==> src/rtl/crcfd_pkg.sv <==
// Shared types, constants and the CRC8 step function of the frame deframer.
package crcfd_pkg;

   localparam int unsigned BYTE_WIDTH           = 8;
   localparam int unsigned LENGTH_WIDTH         = 7;
   localparam int unsigned INDEX_WIDTH          = 6;
   localparam int unsigned CSR_INDEX_WIDTH      = 3;
   localparam int unsigned CSR_DATA_WIDTH       = 8;
   localparam int unsigned MAX_FRAME_LENGTH_DEF = 64;
   localparam int unsigned MIN_FRAME_LENGTH     = 3;

   localparam logic [BYTE_WIDTH-1:0]   HEADER1_RESET    = 8'hAA;
   localparam logic [BYTE_WIDTH-1:0]   HEADER2_RESET    = 8'h55;
   localparam logic [LENGTH_WIDTH-1:0] MAX_LENGTH_RESET = 7'd64;
   localparam logic [BYTE_WIDTH-1:0]   CRC_SEED_RESET   = 8'hFF;
   localparam logic [BYTE_WIDTH-1:0]   CRC_POLY_RESET   = 8'h8C;

   typedef enum logic [CSR_INDEX_WIDTH-1:0] {
      CSR_HEADER_FIRST   = 3'd0,
      CSR_HEADER_SECOND  = 3'd1,
      CSR_MAX_LENGTH     = 3'd2,
      CSR_CRC_SEED       = 3'd3,
      CSR_CRC_POLYNOMIAL = 3'd4
   } csr_index_type;

   typedef struct packed {
      logic len_load;
      logic type_load;
      logic pay_load;
      logic emit_start;
      logic rd_issue;
   } cmd_type;

   typedef struct packed {
      logic hdr1_hit;
      logic hdr2_hit;
      logic len_ok;
      logic pay_done;
      logic crc_hit;
      logic rd_last;
      logic rd_busy;
      logic out_free;
   } status_type;

   function automatic logic [BYTE_WIDTH-1:0] crc8_feed(
      input logic [BYTE_WIDTH-1:0] crc,
      input logic [BYTE_WIDTH-1:0] data,
      input logic [BYTE_WIDTH-1:0] poly
   );
      logic [BYTE_WIDTH-1:0] c;
      c = crc ^ data;
      for (int i = 0; i < BYTE_WIDTH; i++) begin
         if (c[0]) begin
            c = (c >> 1) ^ poly;
         end else begin
            c = c >> 1;
         end
      end
      return c;
   endfunction

endpackage

==> src/rtl/crcfd_if.sv <==
// Handshake interfaces for the byte request, result and register write channels.
interface crcfd_req_if import crcfd_pkg::*; ();
   logic                  valid;
   logic                  ready;
   logic [BYTE_WIDTH-1:0] rx_byte;

   modport source (output valid, output rx_byte, input ready);
   modport sink (input valid, input rx_byte, output ready);
endinterface

interface crcfd_rsp_if import crcfd_pkg::*; ();
   logic                   valid;
   logic                   ready;
   logic [BYTE_WIDTH-1:0]  frame_type;
   logic [INDEX_WIDTH-1:0] payload_index;
   logic [BYTE_WIDTH-1:0]  payload_byte;
   logic                   last_byte;

   modport source (output valid, output frame_type, output payload_index,
                   output payload_byte, output last_byte, input ready);
   modport sink (input valid, input frame_type, input payload_index,
                 input payload_byte, input last_byte, output ready);
endinterface

interface crcfd_csr_if import crcfd_pkg::*; ();
   logic                       valid;
   logic                       ready;
   logic [CSR_INDEX_WIDTH-1:0] index;
   logic [CSR_DATA_WIDTH-1:0]  data;

   modport source (output valid, output index, output data, input ready);
   modport sink (input valid, input index, input data, output ready);
endinterface

==> src/rtl/crcfd_ram.sv <==
// Generic single-write, single-read RAM with a registered read port.
module crcfd_ram #(
   parameter int unsigned WIDTH = 8,
   parameter int unsigned DEPTH = 62
) (
   input  logic                                         clock,
   input  logic                                         wr_en,
   input  logic [((DEPTH > 1) ? $clog2(DEPTH) : 1)-1:0] wr_addr,
   input  logic [WIDTH-1:0]                             wr_data,
   input  logic                                         rd_en,
   input  logic [((DEPTH > 1) ? $clog2(DEPTH) : 1)-1:0] rd_addr,
   output logic [WIDTH-1:0]                             rd_data
);

   logic [WIDTH-1:0] mem_ff [DEPTH];
   logic [WIDTH-1:0] rd_data_ff;

   always_ff @(posedge clock) begin
      if (wr_en) begin
         mem_ff[wr_addr] <= wr_data;
      end
      if (rd_en) begin
         rd_data_ff <= mem_ff[rd_addr];
      end
   end

   assign rd_data = rd_data_ff;

endmodule

==> src/rtl/crcfd_ctrl.sv <==
// Frame parsing and payload readout state machine.
module crcfd_ctrl import crcfd_pkg::*; (
   input  logic       clock,
   input  logic       reset,
   input  logic       req_valid,
   output logic       req_ready,
   input  status_type status,
   output cmd_type    cmd
);

   typedef enum logic [2:0] {
      ST_HUNT,
      ST_HDR1,
      ST_HDR2,
      ST_TYPE,
      ST_PAYLOAD,
      ST_CRC,
      ST_EMIT
   } state_type;

   state_type state_ff;
   state_type state_in;
   logic      accept;

   assign req_ready = (state_ff != ST_EMIT);
   assign accept    = req_valid && req_ready;

   always_comb begin
      state_in = state_ff;
      cmd      = '0;
      unique case (state_ff)
         ST_HUNT: begin
            if (accept && status.hdr1_hit) begin
               state_in = ST_HDR1;
            end
         end
         ST_HDR1: begin
            if (accept) begin
               state_in = status.hdr2_hit ? ST_HDR2 : ST_HUNT;
            end
         end
         ST_HDR2: begin
            if (accept) begin
               if (status.len_ok) begin
                  cmd.len_load = 1'b1;
                  state_in     = ST_TYPE;
               end else begin
                  state_in = ST_HUNT;
               end
            end
         end
         ST_TYPE: begin
            if (accept) begin
               cmd.type_load = 1'b1;
               state_in      = ST_PAYLOAD;
            end
         end
         ST_PAYLOAD: begin
            if (accept) begin
               cmd.pay_load = 1'b1;
               if (status.pay_done) begin
                  state_in = ST_CRC;
               end
            end
         end
         ST_CRC: begin
            if (accept) begin
               if (status.crc_hit) begin
                  cmd.emit_start = 1'b1;
                  state_in       = ST_EMIT;
               end else begin
                  state_in = ST_HUNT;
               end
            end
         end
         ST_EMIT: begin
            if (!status.rd_busy && status.out_free) begin
               cmd.rd_issue = 1'b1;
               if (status.rd_last) begin
                  state_in = ST_HUNT;
               end
            end
         end
         default: begin
            state_in = ST_HUNT;
         end
      endcase
   end

   always_ff @(posedge clock) begin
      if (reset) begin
         state_ff <= ST_HUNT;
      end else begin
         state_ff <= state_in;
      end
   end

endmodule

==> src/rtl/crcfd_datapath.sv <==
// Configuration registers, CRC8, frame counters, payload store and result register.
module crcfd_datapath import crcfd_pkg::*; #(
   parameter int unsigned MAX_FRAME_LENGTH = MAX_FRAME_LENGTH_DEF
) (
   input  logic                       clock,
   input  logic                       reset,
   input  logic                       csr_valid,
   output logic                       csr_ready,
   input  logic [CSR_INDEX_WIDTH-1:0] csr_index,
   input  logic [CSR_DATA_WIDTH-1:0]  csr_data,
   input  logic [BYTE_WIDTH-1:0]      req_rx_byte,
   output logic                       rsp_valid,
   input  logic                       rsp_ready,
   output logic [BYTE_WIDTH-1:0]      rsp_frame_type,
   output logic [INDEX_WIDTH-1:0]     rsp_payload_index,
   output logic [BYTE_WIDTH-1:0]      rsp_payload_byte,
   output logic                       rsp_last_byte,
   input  cmd_type                    cmd,
   output status_type                 status
);

   localparam int unsigned STORE_DEPTH = MAX_FRAME_LENGTH - 2;
   localparam int unsigned ADDR_WIDTH  = (STORE_DEPTH > 1) ? $clog2(STORE_DEPTH) : 1;
   localparam logic [BYTE_WIDTH-1:0]   LENGTH_CAP = BYTE_WIDTH'(MAX_FRAME_LENGTH);
   localparam logic [LENGTH_WIDTH-1:0] DEPTH_LIM  = LENGTH_WIDTH'(STORE_DEPTH);

   logic [BYTE_WIDTH-1:0]   hdr1_ff, hdr1_in;
   logic [BYTE_WIDTH-1:0]   hdr2_ff, hdr2_in;
   logic [LENGTH_WIDTH-1:0] maxlen_ff, maxlen_in;
   logic [BYTE_WIDTH-1:0]   seed_ff, seed_in;
   logic [BYTE_WIDTH-1:0]   poly_ff, poly_in;
   logic [LENGTH_WIDTH-1:0] frame_length_ff, frame_length_in;
   logic [LENGTH_WIDTH-1:0] byte_count_ff, byte_count_in;
   logic [BYTE_WIDTH-1:0]   held_type_ff, held_type_in;
   logic [BYTE_WIDTH-1:0]   crc_ff, crc_in;
   logic [INDEX_WIDTH-1:0]  rd_idx_ff, rd_idx_in;
   logic                    rd_valid_ff, rd_valid_in;
   logic [INDEX_WIDTH-1:0]  rd_tag_ff, rd_tag_in;
   logic                    rd_last_ff, rd_last_in;
   logic                    out_valid_ff, out_valid_in;
   logic [BYTE_WIDTH-1:0]   out_type_ff, out_type_in;
   logic [INDEX_WIDTH-1:0]  out_index_ff, out_index_in;
   logic [BYTE_WIDTH-1:0]   out_byte_ff, out_byte_in;
   logic                    out_last_ff, out_last_in;

   logic [BYTE_WIDTH-1:0]   limit;
   logic [BYTE_WIDTH-1:0]   crc_base;
   logic [BYTE_WIDTH-1:0]   crc_next;
   logic                    ram_wr_en;
   logic [BYTE_WIDTH-1:0]   ram_rd_data;
   logic                    rd_last_now;

   assign csr_ready = 1'b1;

   assign limit    = ({1'b0, maxlen_ff} > LENGTH_CAP) ? LENGTH_CAP : {1'b0, maxlen_ff};
   assign crc_base = cmd.len_load ? seed_ff : crc_ff;
   assign crc_next = crc8_feed(crc_base, req_rx_byte, poly_ff);

   assign rd_last_now = (({1'b0, rd_idx_ff}) + LENGTH_WIDTH'(1)) == byte_count_ff;
   assign ram_wr_en   = cmd.pay_load && (byte_count_ff < DEPTH_LIM);

   assign status.hdr1_hit = (req_rx_byte == hdr1_ff);
   assign status.hdr2_hit = (req_rx_byte == hdr2_ff);
   assign status.len_ok   = (req_rx_byte >= BYTE_WIDTH'(MIN_FRAME_LENGTH))
                            && (req_rx_byte <= limit);
   assign status.pay_done = ({1'b0, byte_count_ff} + BYTE_WIDTH'(MIN_FRAME_LENGTH))
                            >= {1'b0, frame_length_ff};
   assign status.crc_hit  = (crc_ff == req_rx_byte);
   assign status.rd_last  = rd_last_now;
   assign status.rd_busy  = rd_valid_ff;
   assign status.out_free = !out_valid_ff || rsp_ready;

   always_comb begin
      hdr1_in   = hdr1_ff;
      hdr2_in   = hdr2_ff;
      maxlen_in = maxlen_ff;
      seed_in   = seed_ff;
      poly_in   = poly_ff;
      if (csr_valid && csr_ready) begin
         unique case (csr_index)
            CSR_HEADER_FIRST:   hdr1_in   = csr_data;
            CSR_HEADER_SECOND:  hdr2_in   = csr_data;
            CSR_MAX_LENGTH:     maxlen_in = csr_data[LENGTH_WIDTH-1:0];
            CSR_CRC_SEED:       seed_in   = csr_data;
            CSR_CRC_POLYNOMIAL: poly_in   = csr_data;
            default: begin
            end
         endcase
      end
   end

   always_comb begin
      frame_length_in = frame_length_ff;
      byte_count_in   = byte_count_ff;
      held_type_in    = held_type_ff;
      crc_in          = crc_ff;
      if (cmd.len_load) begin
         frame_length_in = req_rx_byte[LENGTH_WIDTH-1:0];
         byte_count_in   = '0;
         crc_in          = crc_next;
      end
      if (cmd.type_load) begin
         held_type_in  = req_rx_byte;
         byte_count_in = '0;
         crc_in        = crc_next;
      end
      if (cmd.pay_load) begin
         byte_count_in = byte_count_ff + LENGTH_WIDTH'(1);
         crc_in        = crc_next;
      end
   end

   always_comb begin
      rd_idx_in    = rd_idx_ff;
      rd_valid_in  = cmd.rd_issue;
      rd_tag_in    = rd_tag_ff;
      rd_last_in   = rd_last_ff;
      out_valid_in = out_valid_ff;
      out_type_in  = out_type_ff;
      out_index_in = out_index_ff;
      out_byte_in  = out_byte_ff;
      out_last_in  = out_last_ff;
      if (cmd.emit_start) begin
         rd_idx_in = '0;
      end
      if (cmd.rd_issue) begin
         rd_idx_in  = rd_idx_ff + INDEX_WIDTH'(1);
         rd_tag_in  = rd_idx_ff;
         rd_last_in = rd_last_now;
      end
      if (out_valid_ff && rsp_ready) begin
         out_valid_in = 1'b0;
      end
      if (rd_valid_ff) begin
         out_valid_in = 1'b1;
         out_type_in  = held_type_ff;
         out_index_in = rd_tag_ff;
         out_byte_in  = ram_rd_data;
         out_last_in  = rd_last_ff;
      end
   end

   always_ff @(posedge clock) begin
      if (reset) begin
         hdr1_ff         <= HEADER1_RESET;
         hdr2_ff         <= HEADER2_RESET;
         maxlen_ff       <= MAX_LENGTH_RESET;
         seed_ff         <= CRC_SEED_RESET;
         poly_ff         <= CRC_POLY_RESET;
         frame_length_ff <= '0;
         byte_count_ff   <= '0;
         held_type_ff    <= '0;
         crc_ff          <= CRC_SEED_RESET;
         rd_valid_ff     <= 1'b0;
         out_valid_ff    <= 1'b0;
      end else begin
         hdr1_ff         <= hdr1_in;
         hdr2_ff         <= hdr2_in;
         maxlen_ff       <= maxlen_in;
         seed_ff         <= seed_in;
         poly_ff         <= poly_in;
         frame_length_ff <= frame_length_in;
         byte_count_ff   <= byte_count_in;
         held_type_ff    <= held_type_in;
         crc_ff          <= crc_in;
         rd_valid_ff     <= rd_valid_in;
         out_valid_ff    <= out_valid_in;
      end
   end

   always_ff @(posedge clock) begin
      rd_idx_ff    <= rd_idx_in;
      rd_tag_ff    <= rd_tag_in;
      rd_last_ff   <= rd_last_in;
      out_type_ff  <= out_type_in;
      out_index_ff <= out_index_in;
      out_byte_ff  <= out_byte_in;
      out_last_ff  <= out_last_in;
   end

   crcfd_ram #(
      .WIDTH (BYTE_WIDTH),
      .DEPTH (STORE_DEPTH)
   ) u_store (
      .clock   (clock),
      .wr_en   (ram_wr_en),
      .wr_addr (byte_count_ff[ADDR_WIDTH-1:0]),
      .wr_data (req_rx_byte),
      .rd_en   (cmd.rd_issue),
      .rd_addr (rd_idx_ff[ADDR_WIDTH-1:0]),
      .rd_data (ram_rd_data)
   );

   assign rsp_valid         = out_valid_ff;
   assign rsp_frame_type    = out_type_ff;
   assign rsp_payload_index = out_index_ff;
   assign rsp_payload_byte  = out_byte_ff;
   assign rsp_last_byte     = out_last_ff;

endmodule

==> src/rtl/crc8_frame_deframer_unit.sv <==
// Top level of the CRC8 frame deframer: byte request in, payload results out.
// The block takes one received byte per request and accepts a request in every cycle
// while it hunts for the two header bytes and while it collects the length, type,
// payload and CRC bytes. The request that carries a matching CRC byte causes L-2
// results, one per payload byte, tagged with the frame type and marked last at the
// end; during that run the request channel is held off. Each result passes through
// the registered read port of the payload store and then the result register; the
// next read is issued only once the previous one has left the read port and the
// result register is free, so result channel stalls lengthen the run. The payload
// store is not cleared after reset and needs no clearing pass. Registers are written
// through the csr channel, which is always ready, and should only be written while
// the block is idle.
module crc8_frame_deframer_unit import crcfd_pkg::*; #(
   parameter int unsigned MAX_FRAME_LENGTH = MAX_FRAME_LENGTH_DEF
) (
   input  logic       clock,
   input  logic       reset,
   crcfd_req_if.sink  req,
   crcfd_rsp_if.source rsp,
   crcfd_csr_if.sink  csr
);

   cmd_type    cmd;
   status_type status;

   crcfd_ctrl u_ctrl (
      .clock     (clock),
      .reset     (reset),
      .req_valid (req.valid),
      .req_ready (req.ready),
      .status    (status),
      .cmd       (cmd)
   );

   crcfd_datapath #(
      .MAX_FRAME_LENGTH (MAX_FRAME_LENGTH)
   ) u_datapath (
      .clock             (clock),
      .reset             (reset),
      .csr_valid         (csr.valid),
      .csr_ready         (csr.ready),
      .csr_index         (csr.index),
      .csr_data          (csr.data),
      .req_rx_byte       (req.rx_byte),
      .rsp_valid         (rsp.valid),
      .rsp_ready         (rsp.ready),
      .rsp_frame_type    (rsp.frame_type),
      .rsp_payload_index (rsp.payload_index),
      .rsp_payload_byte  (rsp.payload_byte),
      .rsp_last_byte     (rsp.last_byte),
      .cmd               (cmd),
      .status            (status)
   );

endmodule

==> src/flat_wrapper.sv <==
// flat-port wrapper written by rule: the top's interface ports become plain ports
module crc8_frame_deframer_unit_flat import crcfd_pkg::*;
#(
   parameter int unsigned MAX_FRAME_LENGTH = MAX_FRAME_LENGTH_DEF
)
  (clock, reset, req_valid, req_rx_byte, req_ready, rsp_valid, rsp_frame_type, rsp_payload_index, rsp_payload_byte, rsp_last_byte, rsp_ready, csr_valid, csr_index, csr_data, csr_ready);
  crcfd_req_if req_i ();
  crcfd_rsp_if rsp_i ();
  crcfd_csr_if csr_i ();
  input  logic clock;
  input  logic reset;
  input wire logic [$bits(req_i.valid)-1:0] req_valid;
  input wire logic [$bits(req_i.rx_byte)-1:0] req_rx_byte;
  output wire logic [$bits(req_i.ready)-1:0] req_ready;
  output wire logic [$bits(rsp_i.valid)-1:0] rsp_valid;
  output wire logic [$bits(rsp_i.frame_type)-1:0] rsp_frame_type;
  output wire logic [$bits(rsp_i.payload_index)-1:0] rsp_payload_index;
  output wire logic [$bits(rsp_i.payload_byte)-1:0] rsp_payload_byte;
  output wire logic [$bits(rsp_i.last_byte)-1:0] rsp_last_byte;
  input wire logic [$bits(rsp_i.ready)-1:0] rsp_ready;
  input wire logic [$bits(csr_i.valid)-1:0] csr_valid;
  input wire logic [$bits(csr_i.index)-1:0] csr_index;
  input wire logic [$bits(csr_i.data)-1:0] csr_data;
  output wire logic [$bits(csr_i.ready)-1:0] csr_ready;
  assign req_i.valid = req_valid;
  assign req_i.rx_byte = req_rx_byte;
  assign req_ready = req_i.ready;
  assign rsp_valid = rsp_i.valid;
  assign rsp_frame_type = rsp_i.frame_type;
  assign rsp_payload_index = rsp_i.payload_index;
  assign rsp_payload_byte = rsp_i.payload_byte;
  assign rsp_last_byte = rsp_i.last_byte;
  assign rsp_i.ready = rsp_ready;
  assign csr_i.valid = csr_valid;
  assign csr_i.index = csr_index;
  assign csr_i.data = csr_data;
  assign csr_ready = csr_i.ready;
  crc8_frame_deframer_unit #(.MAX_FRAME_LENGTH(MAX_FRAME_LENGTH)) u_core (.clock(clock), .reset(reset), .req(req_i), .rsp(rsp_i), .csr(csr_i));
endmodule
==> config.mk <==
export PLATFORM = sky130hd
export DESIGN_NAME = crc8_frame_deframer_unit_flat
export DESIGN_NICKNAME = d
export VERILOG_FILES = /design/src/rtl/crcfd_pkg.sv /design/src/rtl/crcfd_if.sv /design/src/rtl/crcfd_ram.sv /design/src/rtl/crcfd_ctrl.sv /design/src/rtl/crcfd_datapath.sv /design/src/rtl/crc8_frame_deframer_unit.sv /design/src/flat_wrapper.sv
export SDC_FILE = /design/constraint.sdc
export NUM_CORES = 1
export LEC_CHECK = 0
export BUFFER_PORTS_ARGS = -buffer_cell sky130_fd_sc_hd__buf_2
export CORE_ASPECT_RATIO = 0.5
export CORE_MARGIN = 10
export CORE_UTILIZATION = 54
export DETAILED_ROUTE_END_ITERATION = 7
export PLACE_DENSITY = 0.74
export RECOVER_POWER = 50
export SLEW_MARGIN = 5
export SYNTH_ARGS = -nofsm -noshare
export SYNTH_HDL_FRONTEND = slang
export SYNTH_SLANG_ARGS = --single-unit
==> constraint.sdc <==
create_clock -name clock -period 6.4 [get_ports clock]
set_clock_uncertainty 0.2 [all_clocks]
set_input_delay 0.32 -clock clock [delete_from_list [all_inputs] [get_ports clock]]
set_output_delay 0.32 -clock clock [all_outputs]
set_load 0.05 [all_outputs]
==> metrics.txt <==
status finished with violations; violated checks capacitance limit, slew limit; vias per inst 6.44; P_leak 8.85 nW; initial detailed-routing violation count 2003; placed inst area 27000 sq um; # setup viols final 0; average size of a mapped cell 16.5 sq um; CP max-delay cell a211oi_2; Yosys cell types 79; post-synthesis sequential area ratio 67.6%; global-route wire length before repair 93100 um; Root Buffer clkbuf_16; layout cell share with drive strength beyond 1 18.4%; maximum vdd drop 0.157 mV; CP max FO 15; CTS Buffer Depth 3; Synth area leader edfxtp_1; slowest stage delay, CP 640 ps; CTS tree built; final period utilization 91.1%; Starting Density 55.2%; crit end category register; wire per inst 26.6 um; fin util 60.7%; Die Area 58200 sq um; antenna violations before repair 0; f_max 0.171 GHz; Port Buffer Count 48; Final Hold Fails 0; Seq cells post-synth 614; ANT cells 0; worst hold margin 55.1 ps; clock-pin slew on the worst setup and hold paths 70 ps; setup_tns 0 ps; synth top area cells edfxtp_1, mux4_2, dfxtp_1, nand2_1, xnor2_1; core area 47400 sq um; top-area cell type share of the netlist area 62.0%; gr usage total 20.7%; Die Ht 176 um; met3 wire len 5530 um; Arr. time, crit path 6110 ps; CTS sink cnt 614; Placement Rows 56; CTS resizes 0; slew of the pin with the lowest slew margin 3380 ps; gr ovfl total 0; Die X 331 um; Max Cap Violations 7; pwr dens 273 nW/um^2; critical path, cell by cell dlygate4sd3_1 -> clkbuf_1 -> ha_1 -> and4_1 -> a211oi_2 -> a2111oi_2 -> or2_1 -> xnor2_2 -> a211oi_1 -> or3_4 -> nor3_4 -> xnor2_2 -> xnor2_1 -> xnor2_1 -> nand2_1 -> xnor3_2 -> a211o_1 -> o311a_1; Layout Nets 1664; Post-DRT Antenna Nets 0; Post-Syn Area 26200 sq um; crit start category input pin; worst path required time 6670 ps; Num CTS Buffers 52; Primary FF master, synth edfxtp_1; metal2 WL 28800 um; Tmin final 5830 ps; power consumption 7.84 mW; hpwl dp 39000 um; Top Ports 50; Met1 Routed Length 25600 um; top sig layer met4; kind of critical path input pin to register; ys async rst share 0%; via count 14800; WL final 61400 um; relative slew slack -125%; largest net degree at the start of global routing 77; H-tree Lvls 2; drt drc 0; cells after synthesis 1584; count leader, synth edfxtp_1; worst-skew pair later-pin latency 580 ps; Hold Crit Class input pin to register; first-pass iteration count of the detailed router 7; final-report max-slew violation count 333; RePlAce Congestion 0.839; RSZ-0062 raised after global routing no; Area growth syn-to-layout 9.84%; number of synthesized flops with an enable pin 540; synth warn 0; post-synthesis net count 1625; Finished Cell Area 28700 sq um; synth cell count leaders edfxtp_1, mux4_2, nand2_1; vias in the first global route 14500
## power breakdown
group / total (mW) / internal (mW) / switching [mW] / leakage [nW]
sequential: 4.36 / 4.35 / 0.0113 / 5.46
clock: 3.16 / 1.73 / 1.43 / 0.819
combinational: 0.321 / 0.107 / 0.214 / 2.57
## cell usage in the layout, fill, tap and decap left out, drive strengths merged, types with 6 or more instances in the layout
cell	synthesis	final
dlygate4sd3	0	11
nand3b	19	19
xor2	18	18
a211o	12	12
edfxtp	540	540
nand2	145	145
a21o	6	6
buf	34	28
nor2	117	117
ha	17	17
or3	7	7
nor2b	19	19
nand2b	9	9
a211oi	11	11
nand4	16	16
nand3	32	32
mux2i	17	17
dfxtp	74	74
o21ai	23	23
mux4	160	160
and2	6	6
mux2	12	12
a21oi	49	49
inv	22	25
nor3	19	19
xnor2	58	58
and3	8	8
clkinv	1	22
clkbuf	63	106
a31oi	7	7
## critical path, delay by kind of cell
kind | cells | cell delay (ps)
xor gates and xnor gates | 5 | 1440
AOI/OAI and AO/OA | 5 | 1340
and+or+nand+nor | 5 | 1550
adders and majority gates | 1 | 380
buffers and inverters | 2 | 1030
## final cells by class
cell class                 instances  area [sq um]
sequential                       614         17700
tap                              638           798
inverter                          23          86.3
multi-input combinational        850          7980
timing repair buffer              82           479
clock inverter                    34           347
fill                            3399         18600
clock buffer                      63          1350
## routing by layer
layer / GRT usage, % / vias up
li1: - / 6276
met1: 29.5 / 7624
met2: 32.4 / 823
met3: 4.06 / 107
met4: 5.49 / 0
met5: 0 / -
## state kept, by name, indices dropped and copies added (netlist names), 8 cells and up
register,cells
u_core.u_datapath.rsp_payload_byte,8
u_core.u_datapath.u_store.mem_ff,496
u_core.u_datapath.seed_ff,8
u_core.u_datapath.crc_ff,8
u_core.u_datapath.hdr2_ff,8
u_core.u_datapath.poly_ff,8
u_core.u_datapath.hdr1_ff,8
u_core.u_datapath.rsp_frame_type,8
u_core.u_datapath.u_store.rd_data,8
u_core.u_datapath.held_type_ff,8
## stage by stage
stage / std cells / setup slack [ps]
2_1_floorplan: 1584 / 1490
3_3_place_gp: 2196 / 948
3_5_place_dp: 2196 / 755
4_1_cts: 2304 / 807
5_1_grt: 2304 / 233
6_report: 2304 / 568
## cells by family (layout without fill, tap and decap cells)
family	count (synthesis)	after routing	share of synthesized area (%)
and+or+nand+nor	413	413	7.49
buffers and inverters	120	202	1.87
other	1	1	0.0143
adders and majority gates	17	17	0.813
muxes	189	189	14.9
AOI/OAI and AO/OA	151	151	4.24
xor gates and xnor gates	79	79	2.99
DFF	614	614	67.6
## path summary, 6_finish.rpt
check             cells after the start                                      to                      startpoint  slack, ps
hold / removal                        4            u_core.u_datapath.poly_ff[4]                    csr_index[2]         60
setup / recovery                     18             u_core.u_datapath.crc_ff[0]                  req_rx_byte[2]        570
hold reg to reg                       0  u_core.u_datapath.rsp_payload_index[2]  u_core.u_datapath.rd_tag_ff[2]        220
setup reg to reg                     19             u_core.u_datapath.crc_ff[0]  u_core.u_datapath.maxlen_ff[6]        730
## repair_timing
item                      4_1_cts  5_1_grt
hold endpoints to repair       49        0
setup buffers                   0        0
hold buffers                   11        0
Power figures use the tool's default switching activity.
